`src/hw/rtl/quadratic_curve_flattener_unit_assert.svh`:
```
// Assertion macros shared by the curve flattener RTL.
`ifndef QUADRATIC_CURVE_FLATTENER_UNIT_ASSERT_SVH
`define QUADRATIC_CURVE_FLATTENER_UNIT_ASSERT_SVH

// Same-cycle implication, disabled while reset is asserted.
`define QCF_ASSERT_IMP(lbl, clk, rstn, ante, cons, msg) \
	lbl: assert property (@(posedge clk) disable iff (!rstn) (ante) |-> (cons)) \
	else $error(msg);

// Next-cycle implication, disabled while reset is asserted.
`define QCF_ASSERT_NXT(lbl, clk, rstn, ante, cons, msg) \
	lbl: assert property (@(posedge clk) disable iff (!rstn) (ante) |=> (cons)) \
	else $error(msg);

`endif

```
`src/hw/rtl/qcf_pkg.sv`:
```
// Shared types and constants of the quadratic curve flattener.
`default_nettype none
package qcf_pkg;

	localparam int LEVEL_BITS  = 3;
	localparam int LIMIT_BITS  = 12;
	localparam logic [LIMIT_BITS-1:0] LIMIT_RESET = 12'd3;

	typedef enum logic [1:0] {
		ST_IDLE,
		ST_EVAL,
		ST_POP
	} fsm_state_t;

	// Verdict on the half held in the work registers.
	typedef struct packed {
		logic is_top;   // depth 0: the whole curve, always split
		logic at_max;   // reached the depth limit, forced segment
		logic flat;     // control point close enough to the chord midpoint
	} node_status_t;

endpackage
`default_nettype wire

```
`src/hw/rtl/qcf_ram.sv`:
```
// Generic single-write, single-read RAM with registered read data.
`default_nettype none
module qcf_ram #(
	parameter int WIDTH = 8,
	parameter int DEPTH = 4,
	localparam int AW = (DEPTH > 1) ? $clog2(DEPTH) : 1
) (
	input  wire logic                 clk,
	input  wire logic                 we,
	input  wire logic [AW-1:0]        waddr,
	input  wire logic [WIDTH-1:0]     wdata,
	input  wire logic                 re,
	input  wire logic [AW-1:0]        raddr,
	output logic      [WIDTH-1:0]     rdata
);
	logic [WIDTH-1:0] mem_q [DEPTH];
	logic [WIDTH-1:0] rdata_q;

	always_ff @(posedge clk) begin
		if (we) begin
			mem_q[waddr] <= wdata;
		end
		if (re) begin
			rdata_q <= mem_q[raddr];
		end
	end

	assign rdata = rdata_q;

endmodule
`default_nettype wire

```
`src/hw/rtl/qcf_split.sv`:
```
// Midpoint subdivision and flatness test of one curve half.
`default_nettype none
module qcf_split #(
	parameter int COORD_BITS = 12,
	parameter int MAX_DEPTH  = 6
) (
	input  wire logic signed [COORD_BITS-1:0]             start_x,
	input  wire logic signed [COORD_BITS-1:0]             start_y,
	input  wire logic signed [COORD_BITS-1:0]             control_x,
	input  wire logic signed [COORD_BITS-1:0]             control_y,
	input  wire logic signed [COORD_BITS-1:0]             end_x,
	input  wire logic signed [COORD_BITS-1:0]             end_y,
	input  wire logic        [qcf_pkg::LEVEL_BITS-1:0]    level,
	input  wire logic        [qcf_pkg::LIMIT_BITS-1:0]    limit,
	output logic signed      [COORD_BITS-1:0]             left_ctl_x,
	output logic signed      [COORD_BITS-1:0]             left_ctl_y,
	output logic signed      [COORD_BITS-1:0]             mid_x,
	output logic signed      [COORD_BITS-1:0]             mid_y,
	output logic signed      [COORD_BITS-1:0]             right_ctl_x,
	output logic signed      [COORD_BITS-1:0]             right_ctl_y,
	output qcf_pkg::node_status_t                         status
);
	localparam int CB  = COORD_BITS;
	localparam int LB  = qcf_pkg::LEVEL_BITS;
	localparam int DW  = CB + 2;
	localparam int CW  = (DW > qcf_pkg::LIMIT_BITS) ? DW : qcf_pkg::LIMIT_BITS;
	localparam logic [LB-1:0] MAX_LEVEL = LB'(MAX_DEPTH);

	// (a + b) / 2, rounding toward zero
	function automatic logic signed [CB-1:0] half(input logic signed [CB-1:0] a,
			input logic signed [CB-1:0] b);
		logic signed [CB:0] s;
		logic signed [CB:0] r;
		s = {a[CB-1], a} + {b[CB-1], b};
		r = s + {{CB{1'b0}}, s[CB]};
		half = r[CB:1];
	endfunction

	function automatic logic [CB:0] mag(input logic signed [CB:0] v);
		mag = v[CB] ? (-v) : v;
	endfunction

	logic signed [CB-1:0] chord_x, chord_y;
	logic signed [CB:0]   dev_x, dev_y;
	logic        [DW-1:0] dev;

	always_comb begin
		left_ctl_x  = half(start_x, control_x);
		left_ctl_y  = half(start_y, control_y);
		right_ctl_x = half(control_x, end_x);
		right_ctl_y = half(control_y, end_y);
		mid_x       = half(left_ctl_x, right_ctl_x);
		mid_y       = half(left_ctl_y, right_ctl_y);

		chord_x = half(start_x, end_x);
		chord_y = half(start_y, end_y);
		dev_x   = {control_x[CB-1], control_x} - {chord_x[CB-1], chord_x};
		dev_y   = {control_y[CB-1], control_y} - {chord_y[CB-1], chord_y};
		dev     = DW'(mag(dev_x)) + DW'(mag(dev_y));

		status.is_top = (level == '0);
		status.at_max = (level >= MAX_LEVEL);
		status.flat   = (CW'(dev) <= CW'(limit));
	end

endmodule
`default_nettype wire

```
`src/hw/rtl/quadratic_curve_flattener_unit.sv`:
```
// Top level of the quadratic curve flattener: sequencer, work registers, stack.
//
// Usage:
//   A curve request (start, control, end point) enters on in_valid/in_ready.
//   in_ready is high only while no curve is being flattened. The block emits
//   line segments on out_valid/out_ready, left to right along the curve; the
//   final segment of a curve has last_segment set.
//   flatness_limit is written on cfg_valid/cfg_ready between curves (cfg_ready
//   is high whenever the block is idle); it resets to 3.
//   Sequencing: each subdivision node, split or emitted, is handled in
//   ST_EVAL; each stack pop adds a pass through ST_POP, which waits on the
//   registered stack RAM read. A curve with S splits has S+1 segments and S
//   pops; the whole curve is always split, and at MAX_DEPTH = 6 there are at
//   most 63 splits and 64 segments. in_ready returns the cycle after the final
//   segment is emitted.
//   Stall: the segment output register holds its request until taken; while
//   it is full and out_ready is low, the sequencer waits on the next segment.
//   A new curve may be accepted while the last segment still waits.
//   Reset (arst_n low, asynchronous) returns to idle, drops any pending
//   segment and reloads the limit. The stack RAM needs no clearing: each
//   entry is written before it is read within the same curve.
`default_nettype none
module quadratic_curve_flattener_unit #(
	parameter int COORD_BITS = 12,
	parameter int MAX_DEPTH  = 6
) (
	input  wire logic                                  clk,
	input  wire logic                                  arst_n,
	// configuration write channel
	input  wire logic                                  cfg_valid,
	output logic                                       cfg_ready,
	input  wire logic        [qcf_pkg::LIMIT_BITS-1:0] flatness_limit,
	// curve input channel
	input  wire logic                                  in_valid,
	output logic                                       in_ready,
	input  wire logic signed [COORD_BITS-1:0]          start_x,
	input  wire logic signed [COORD_BITS-1:0]          start_y,
	input  wire logic signed [COORD_BITS-1:0]          control_x,
	input  wire logic signed [COORD_BITS-1:0]          control_y,
	input  wire logic signed [COORD_BITS-1:0]          end_x,
	input  wire logic signed [COORD_BITS-1:0]          end_y,
	// segment output channel
	output logic                                       out_valid,
	input  wire logic                                  out_ready,
	output logic signed      [COORD_BITS-1:0]          seg_from_x,
	output logic signed      [COORD_BITS-1:0]          seg_from_y,
	output logic signed      [COORD_BITS-1:0]          seg_to_x,
	output logic signed      [COORD_BITS-1:0]          seg_to_y,
	output logic                                       last_segment
);
	localparam int CB   = COORD_BITS;
	localparam int LB   = qcf_pkg::LEVEL_BITS;
	localparam int AW   = (MAX_DEPTH > 1) ? $clog2(MAX_DEPTH) : 1;
	localparam int NB   = $clog2(MAX_DEPTH + 1);
	localparam int WW   = 6 * CB + LB;
	localparam logic [NB-1:0] MAX_COUNT = NB'(MAX_DEPTH);
	localparam logic [LB-1:0] MAX_LEVEL = LB'(MAX_DEPTH);

	qcf_pkg::fsm_state_t state_q, state_d;

	logic [qcf_pkg::LIMIT_BITS-1:0] limit_q;

	// half under examination
	logic signed [CB-1:0] work_sx_q, work_sy_q, work_cx_q, work_cy_q, work_ex_q, work_ey_q;
	logic        [LB-1:0] work_level_q;
	logic        [NB-1:0] count_q;

	// segment output register
	logic                 out_valid_q;
	logic signed [CB-1:0] seg_fx_q, seg_fy_q, seg_tx_q, seg_ty_q;
	logic                 seg_last_q;

	logic signed [CB-1:0] lc_x, lc_y, m_x, m_y, rc_x, rc_y;
	qcf_pkg::node_status_t node;

	logic          do_split, do_emit, out_free, accept, cfg_write;
	logic          ram_we, ram_re;
	logic [AW-1:0] ram_waddr, ram_raddr;
	logic [WW-1:0] ram_wdata, ram_rdata;
	logic [LB-1:0] next_level;

	qcf_split #(
		.COORD_BITS (COORD_BITS),
		.MAX_DEPTH  (MAX_DEPTH)
	) u_split (
		.start_x     (work_sx_q),
		.start_y     (work_sy_q),
		.control_x   (work_cx_q),
		.control_y   (work_cy_q),
		.end_x       (work_ex_q),
		.end_y       (work_ey_q),
		.level       (work_level_q),
		.limit       (limit_q),
		.left_ctl_x  (lc_x),
		.left_ctl_y  (lc_y),
		.mid_x       (m_x),
		.mid_y       (m_y),
		.right_ctl_x (rc_x),
		.right_ctl_y (rc_y),
		.status      (node)
	);

	// stack of right halves still to visit
	qcf_ram #(
		.WIDTH (WW),
		.DEPTH (MAX_DEPTH)
	) u_stack (
		.clk   (clk),
		.we    (ram_we),
		.waddr (ram_waddr),
		.wdata (ram_wdata),
		.re    (ram_re),
		.raddr (ram_raddr),
		.rdata (ram_rdata)
	);

	assign next_level = work_level_q + LB'(1);
	assign out_free   = !out_valid_q || out_ready;
	assign accept     = in_valid && in_ready;
	assign cfg_write  = cfg_valid && cfg_ready;

	// right half: mid point, right control, current end
	assign ram_wdata = {m_x, m_y, rc_x, rc_y, work_ex_q, work_ey_q, next_level};
	assign ram_waddr = count_q[AW-1:0];
	assign ram_raddr = AW'(count_q - NB'(1));

	// next state
	always_comb begin
		state_d = state_q;
		unique case (state_q)
			qcf_pkg::ST_IDLE: begin
				if (in_valid) state_d = qcf_pkg::ST_EVAL;
			end
			qcf_pkg::ST_EVAL: begin
				if (do_emit) begin
					state_d = (count_q == '0) ? qcf_pkg::ST_IDLE : qcf_pkg::ST_POP;
				end
			end
			qcf_pkg::ST_POP: begin
				state_d = qcf_pkg::ST_EVAL;
			end
			default: state_d = qcf_pkg::ST_IDLE;
		endcase
	end

	// control outputs
	always_comb begin
		in_ready  = 1'b0;
		cfg_ready = 1'b0;
		do_split  = 1'b0;
		do_emit   = 1'b0;
		unique case (state_q)
			qcf_pkg::ST_IDLE: begin
				in_ready  = 1'b1;
				cfg_ready = 1'b1;
			end
			qcf_pkg::ST_EVAL: begin
				// the whole curve is always split; the deepest halves never are
				do_split = node.is_top || (!node.at_max && !node.flat);
				do_emit  = !do_split && out_free;
			end
			qcf_pkg::ST_POP: begin
			end
			default: begin
			end
		endcase
		ram_we = do_split;
		ram_re = do_emit && (count_q != '0);
	end

	always_ff @(posedge clk or negedge arst_n) begin
		if (!arst_n) begin
			state_q     <= qcf_pkg::ST_IDLE;
			limit_q     <= qcf_pkg::LIMIT_RESET;
			count_q     <= '0;
			out_valid_q <= 1'b0;
		end else begin
			state_q <= state_d;
			if (cfg_write) limit_q <= flatness_limit;
			if (accept) begin
				count_q <= '0;
			end else if (do_split) begin
				count_q <= count_q + NB'(1);
			end else if (ram_re) begin
				count_q <= count_q - NB'(1);
			end
			if (do_emit) begin
				out_valid_q <= 1'b1;
			end else if (out_ready) begin
				out_valid_q <= 1'b0;
			end
		end
	end

	// work registers and segment payload
	always_ff @(posedge clk) begin
		if (accept) begin
			work_sx_q    <= start_x;
			work_sy_q    <= start_y;
			work_cx_q    <= control_x;
			work_cy_q    <= control_y;
			work_ex_q    <= end_x;
			work_ey_q    <= end_y;
			work_level_q <= '0;
		end else if (do_split) begin
			// left half: same start, left control, mid point
			work_cx_q    <= lc_x;
			work_cy_q    <= lc_y;
			work_ex_q    <= m_x;
			work_ey_q    <= m_y;
			work_level_q <= next_level;
		end else if (state_q == qcf_pkg::ST_POP) begin
			{work_sx_q, work_sy_q, work_cx_q, work_cy_q, work_ex_q, work_ey_q,
				work_level_q} <= ram_rdata;
		end
		if (do_emit) begin
			seg_fx_q   <= work_sx_q;
			seg_fy_q   <= work_sy_q;
			seg_tx_q   <= work_ex_q;
			seg_ty_q   <= work_ey_q;
			seg_last_q <= (count_q == '0);
		end
	end

	assign out_valid    = out_valid_q;
	assign seg_from_x   = seg_fx_q;
	assign seg_from_y   = seg_fy_q;
	assign seg_to_x     = seg_tx_q;
	assign seg_to_y     = seg_ty_q;
	assign last_segment = seg_last_q;

	`include "quadratic_curve_flattener_unit_assert.svh"

	`QCF_ASSERT_IMP(a_stack_bound, clk, arst_n, 1'b1, count_q <= MAX_COUNT,
		"stack count beyond depth")
	`QCF_ASSERT_IMP(a_level_bound, clk, arst_n, state_q == qcf_pkg::ST_EVAL,
		work_level_q <= MAX_LEVEL, "work level beyond depth")
	`QCF_ASSERT_IMP(a_no_push_full, clk, arst_n, do_split, count_q < MAX_COUNT,
		"push onto full stack")
	`QCF_ASSERT_NXT(a_last_ends, clk, arst_n, do_emit && count_q == '0,
		state_q == qcf_pkg::ST_IDLE && out_valid_q && seg_last_q,
		"final segment did not end the curve")
	`QCF_ASSERT_NXT(a_accept_top, clk, arst_n, accept,
		state_q == qcf_pkg::ST_EVAL && work_level_q == '0 && count_q == '0,
		"curve did not start at depth zero")

endmodule
`default_nettype wire
```
`config.mk`:
```
export PLATFORM = sky130hd
export DESIGN_NAME = quadratic_curve_flattener_unit
export DESIGN_NICKNAME = d
export VERILOG_FILES = /design/src/hw/rtl/qcf_pkg.sv /design/src/hw/rtl/qcf_ram.sv /design/src/hw/rtl/qcf_split.sv /design/src/hw/rtl/quadratic_curve_flattener_unit.sv
export VERILOG_INCLUDE_DIRS = /design/src /design/src/hw/rtl
export SDC_FILE = /design/constraint.sdc
export NUM_CORES = 1
export LEC_CHECK = 0
export BUFFER_PORTS_ARGS = -buffer_cell sky130_fd_sc_hd__clkbuf_2
export CAP_MARGIN = 20
export CELL_PAD_IN_SITES_DETAIL_PLACEMENT = 2
export CELL_PAD_IN_SITES_GLOBAL_PLACEMENT = 2
export CORE_MARGIN = 5
export CORE_UTILIZATION = 45
export DETAILED_ROUTE_END_ITERATION = 7
export PLACE_DENSITY_LB_ADDON = 0.1
export SLEW_MARGIN = 20
export SYNTH_ARGS = -nofsm -noshare
export SYNTH_HDL_FRONTEND = slang
export SYNTH_SLANG_ARGS = --single-unit
```
`constraint.sdc`:
```
create_clock -name clk -period 19.4 [get_ports clk]
set_clock_uncertainty 0.2 [all_clocks]
set_input_delay 0.97 -clock clk [delete_from_list [all_inputs] [get_ports clk]]
set_output_delay 0.97 -clock clk [all_outputs]
set_load 0.01 [all_outputs]
```
==> metrics, run 1 <==
status=completed; Synth-to-Final Area Change=13.4%; DP HPWL=81.2 mm; Tot GR Track Use=28.7%; Starting Density=45.2%; layout cell share with drive strength beyond 1=15.2%; setup bufs post-CTS=0; Worst path max stage delay=930 ps; clock slew at reported path FFs=60 ps; met1 usage=37.7%; CTS resizes=0; top post-synthesis cells by count=edfxtp_1, nand2_1, ha_1, o21ai_0, xnor2_1; Synth Cell Area=33500 µm²; vias in the first global route=24900; Syn Nets=2744; total grt overflow=0; Seq/Total Area, Yosys=59.5%; die area=79900 µm²; Worst-Margin Slew=1170 ps; die width=283 µm; unrepaired setup endpoints after global routing=false; most frequent cell on the critical path=ha_1; CP max-delay cell=nor4_2; clk sinks=667; pin count of the biggest net entering global routing=77; Critical Path Start Type=flop; CTS max path bufs=3; CP Buf/Inv Count=4; Nets=2926; # IOs=141; CTS root buf=clkbuf_16; max reg flops=450; Top reg by flops=u_stack.mem_q; CP Class=reg -> reg; cts-stage hold buffer count=0; number of synthesized flops with an enable pin=646; Setup crit end kind=flop; routed vias=22800; WP data arrival=11830 ps; final WL=116 mm; met3 Use GR=6.01%; TritonCTS clock tree=done; Synthesis Warnings=0; period utilization=60.5%; share of the synthesized area in the top cell type=58.0%; Worst Hold Class=in -> async; M2 GR Usage=48.2%; antenna-violating nets left=0; minimum clock period=11730 ps; later-pin clock latency in the skew report=640 ps; CP required=19500 ps; largest area contributor in the synthesized netlist=edfxtp_1; top-count cell post-synth=edfxtp_1; #FFs+latches synth=667; Residual DRC=0; max-cap violations=0; # setup viols final=0; Die Ht=283 µm; total CTS buffers=76; first-pass GRT wire length=169 mm; Fin Setup TNS=0 ps; site row count=100; GP Congestion=0.868; Slew headroom=21.8%; IO buf count=140; GR peak layer=met2; DR vias/cell=6.17; Core Region=74100 µm²; Mapped Avg Cell Area=13.5 µm²; # H-tree levels=3; Initial DRC Count=1965; Final Hold Fails=0; cells after synthesis=2483; worst-path fanout max=42; count of cell types in the netlist=88; largest delay contributor family on the critical path=compound AO/OA/AOI/OAI gates; synth top area cells=edfxtp_1, ha_1, mux4_2; Max Slew Vio Count=0; DR pass1 iterations=5; initial antenna violation count=7; ys flop type=edfxtp_1; ys async rst share=2.70%; f_max=85.2 MHz; wire length per cell=31.3 µm
-- logic make-up (layout without fill, tap and decap cells) --
logic type	after synthesis	count (layout)	share of synthesized area [%]
buffers and inverters	165	409	1.88
adders and majority gates	172	172	6.68
AOI/OAI and AO/OA	486	486	10.1
muxes	157	157	7.51
DFF	667	667	59.5
other	0	5	0
xor gates and xnor gates	188	188	4.92
and+or+nand+nor	648	648	9.44
-- area by class of cell --
| cell class | instances | area, µm² |
|---|---|---|
| repair buffers | 183 | 1050 |
| diodes | 5 | 12.5 |
| inverters | 86 | 323 |
| well taps | 969 | 1210 |
| clock inverters | 46 | 430 |
| multi-input cells | 1651 | 13000 |
| flip-flops and latches | 667 | 19900 |
| fillers | 7017 | 36100 |
| clock buffers | 94 | 2000 |
-- path summary, 6_finish.rpt --
kind / startpoint / end / slack, ps / depth (start not counted)
setup reg to reg: work_ex_q[0]$_DFFE_PP_ / u_stack.mem_q[1][52]$_DFFE_PP_ / 7670 / 42
max in group asynchronous: arst_n / count_q[0]$_DFFE_PN0P_ / 18480 / 1
setup / recovery: work_ex_q[0]$_DFFE_PP_ / u_stack.mem_q[1][52]$_DFFE_PP_ / 7670 / 42
hold reg to reg: work_sx_q[2]$_DFFE_PP_ / seg_from_x[2]$_DFFE_PP_ / 300 / 0
hold / removal: arst_n / out_valid$_DFFE_PN0P_ / 110 / 1
min in group clk: work_sx_q[2]$_DFFE_PP_ / seg_from_x[2]$_DFFE_PP_ / 300 / 0
-- cell usage in the layout (no fill, tap or decap), types with 33 or more instances in the layout --
master	instances
a21o_1	61
a21oi_1	66
and3_1	33
buf_4	41
clkbuf_16	77
clkbuf_2	140
edfxtp_1	646
ha_1	160
inv_1	86
mux2i_1	79
mux4_2	75
nand2_1	246
nand3_1	46
nor2_1	105
nor2b_1	35
nor3_1	42
o21ai_0	134
xnor2_1	110
xor2_1	77
-- per-stage QoR --
step / utilization (%) / worst slack (ps) / std cells / hold slack (ps) / cell area (µm²)
6_report: 51.3 / 7670 / 3701 / 114 / 38000
2_1_floorplan: - / 3970 / 2483 / 259 / 33500
3_5_place_dp: 47.9 / 7640 / 3555 / 288 / 35500
3_3_place_gp: 47.9 / 8080 / 3555 / 270 / 35500
5_1_grt: 51.2 / 6890 / 3696 / 121 / 38000
4_1_cts: 51.2 / 7490 / 3695 / 91.4 / 37900
-- routing by layer --
layer  vias up  part of all wire (%)
li1       9918                     -
met1     12000                    41
met2       746                    49
met3       205                   6.9
met4         6                   3.5
met5         -                 0.039
-- worst reg2reg max path: cells and delay by family (launching register included) --
kind	cells	cell delay [ps]
compound gates	20	4620
simple gates	9	2310
fa+ha+maj	6	1860
buf+inv	4	1060
flops	1	590
mux	1	460
xor+xnor	2	250
Power of run 1 is not shown: default switching activity piles up to over one toggle a cycle in this logic, so the estimate is an artifact.
==> run 2, diff against run 1 <==
==> constraint.sdc (replaced) <==
create_clock -name clk -period 12 [get_ports clk]
set_clock_uncertainty 0.2 [all_clocks]
set_input_delay 0.6 -clock clk [delete_from_list [all_inputs] [get_ports clk]]
set_output_delay 0.6 -clock clk [all_outputs]
set_load 0.01 [all_outputs]
==> metrics, run 2 (synthesis gave the netlist of run 1 again) <==
Worst path max stage delay=650 ps (was 930 ps); clock slew at reported path FFs=70 ps (was 60 ps); Critical Path Source=work_ex_q[0]$_DFFE_PP_ (unchanged); status=completed (unchanged); Top reg by flops=u_stack.mem_q (unchanged); worst-path fanout max=49 (was 42); Nets=2940 (was 2926); vias in the first global route=25300 (was 24900); Synth-to-Final Area Change=14.5% (was 13.4%); Die Ht=283 µm (unchanged); fillers=7039 (was 7017); CTS resizes=0 (unchanged); Initial DRC Count=1939 (was 1965); Core Region=74100 µm² (unchanged); pin count of the biggest net entering global routing=79 (was 77); first-pass GRT wire length=173 mm (was 169 mm); CP required=12270 ps (was 19500 ps); DP HPWL=81.6 mm (was 81.2 mm); Starting Density=45.2% (unchanged); wire length per cell=31.8 µm (was 31.3 µm); setup bufs post-CTS=0 (unchanged); Tot GR Track Use=29.3% (was 28.7%); CP Class=reg -> reg (unchanged); unrepaired setup endpoints after global routing=false (unchanged); clk sinks=667 (unchanged); TritonCTS clock tree=done (unchanged); CTS root buf=clkbuf_16 (unchanged); routed vias=23200 (was 22800); crit path capture=work_cy_q[11]$_DFFE_PP_ (was u_stack.mem_q[1][52]$_DFFE_PP_); # H-tree levels=3 (unchanged); total grt overflow=0 (unchanged); WP data arrival=11460 ps (was 11830 ps); DR vias/cell=6.26 (was 6.17); total CTS buffers=77 (was 76); Layout Utilization=51.7% (was 51.3%); site row count=100 (unchanged); most frequent cells in the layout=edfxtp_1, nand2_1, ha_1 (unchanged); Slew headroom=25.9% (was 21.8%); # setup viols final=0 (unchanged); Reg2Reg Setup Slack=810 ps (was 7670 ps); f_max=89.4 MHz (was 85.2 MHz); Residual DRC=0 (unchanged); CP max-delay cell=nor2_4 (was nor4_2); worst r2r src=work_ex_q[0]$_DFFE_PP_ (unchanged); layout cell share with drive strength beyond 1=15.5% (was 15.2%); CTS max path bufs=3 (unchanged); period utilization=93.2% (was 60.5%); most common cell after layout, fill and taps aside=edfxtp_1 (unchanged); footprint of the multi-input gates=13100 µm² (was 13000 µm²); RR Endpoint=work_cy_q[11]$_DFFE_PP_ (was u_stack.mem_q[1][52]$_DFFE_PP_); Worst Hold Class=in -> reg (was in -> async); Final Hold Fails=0 (unchanged); initial antenna violation count=4 (was 7); final WL=118 mm (was 116 mm); cts-stage hold buffer count=13 (was 0); Setup crit end kind=flop (unchanged); Fin Setup TNS=0 ps (unchanged); minimum clock period=11190 ps (was 11730 ps); Max Slew Vio Count=0 (unchanged); die width=283 µm (unchanged); worst reg2reg path depth=43 (was 42); Worst Hold Slack=92.8 ps (was 114 ps); most frequent cell on the critical path=ha_1 (unchanged); later-pin clock latency in the skew report=630 ps (was 640 ps); Critical Path Start Type=flop (unchanged); max reg flops=450 (unchanged); die area=79900 µm² (unchanged); antenna-violating nets left=0 (unchanged); Storage cell area=19900 µm² (unchanged); IO buf count=140 (unchanged); max-cap violations=0 (unchanged); # IOs=141 (unchanged); DR pass1 iterations=5 (unchanged); Worst-Margin Slew=1100 ps (was 1170 ps); GP Congestion=0.876 (was 0.868)
## run 2: cell count changes in the layout (fill, tap and decap cells not counted), moves of 4 or more
cell	delta
dlygate4sd3_1	+13
buf_12	+8
clkbuf_1	-7
buf_4	-6
clkinv_2	+6
inv_6	+5
clkinv_1	-4
nor4_2	-4
nor4_4	+4
## run 2: layer usage
| layer | GRT usage (%) | vias to the layer above | wire (µm) |
|---|---|---|---|
| met3 | 5.33 | 184 | 8170 |
| li1 | - | 9962 | - |
| met5 | 0 | - | 13 |
| met1 | 40.4 | 12200 | 50100 |
| met4 | 8.11 | 2 | 3020 |
| met2 | 48.3 | 873 | 56800 |
## run 2: cell type report
type / count / area share [%]
Antenna cell: 2 / 0.0131
Clock buffer: 91 / 5.38
Clock inverter: 50 / 1.27
Inverter: 86 / 0.842
Multi-Input combinational cell: 1651 / 34.1
Sequential cell: 667 / 52.0
Tap cell: 969 / 3.16
Timing Repair Buffer: 196 / 3.27
## run 2: worst min path at each step
stage | endpoint | start | slack [ps] | cells past startpoint
CTS | work_sx_q[4]$_DFFE_PP_ | start_x[4] | 60 | 3
finish | work_sy_q[0]$_DFFE_PP_ | start_y[0] | 90 | 3
global placement | seg_from_x[0]$_DFFE_PP_ | work_sx_q[0]$_DFFE_PP_ | 270 | 0
floorplan | count_q[0]$_DFFE_PN0P_ | arst_n | 100 | 0
global route | work_sx_q[4]$_DFFE_PP_ | start_x[4] | 90 | 3
detailed placement | seg_from_x[2]$_DFFE_PP_ | work_sx_q[2]$_DFFE_PP_ | 280 | 0
## run 2: critical path, delay by kind of cell (launching register included)
family,cells,cell delay [ps]
XOR/XNOR,2,290
buffers and inverters,4,780
flip-flops,1,570
adder cells (fa/ha/maj),6,1790
AND/OR/NAND/NOR,9,1960
multiplexers,1,350
AO/OA/AOI/OAI,21,5040
## run 2: through the flow
stage / area (µm²) / instances / worst slack, ps
final: 38300 / 3712 / 813
after detailed placement: 35600 / 3556 / 929
after global placement: 35600 / 3556 / 1400
after global routing: 38300 / 3710 / 92.6
after CTS: 38300 / 3710 / 796
after floorplan: 33500 / 2483 / -1710
Power of run 2 is left out for the same reason.
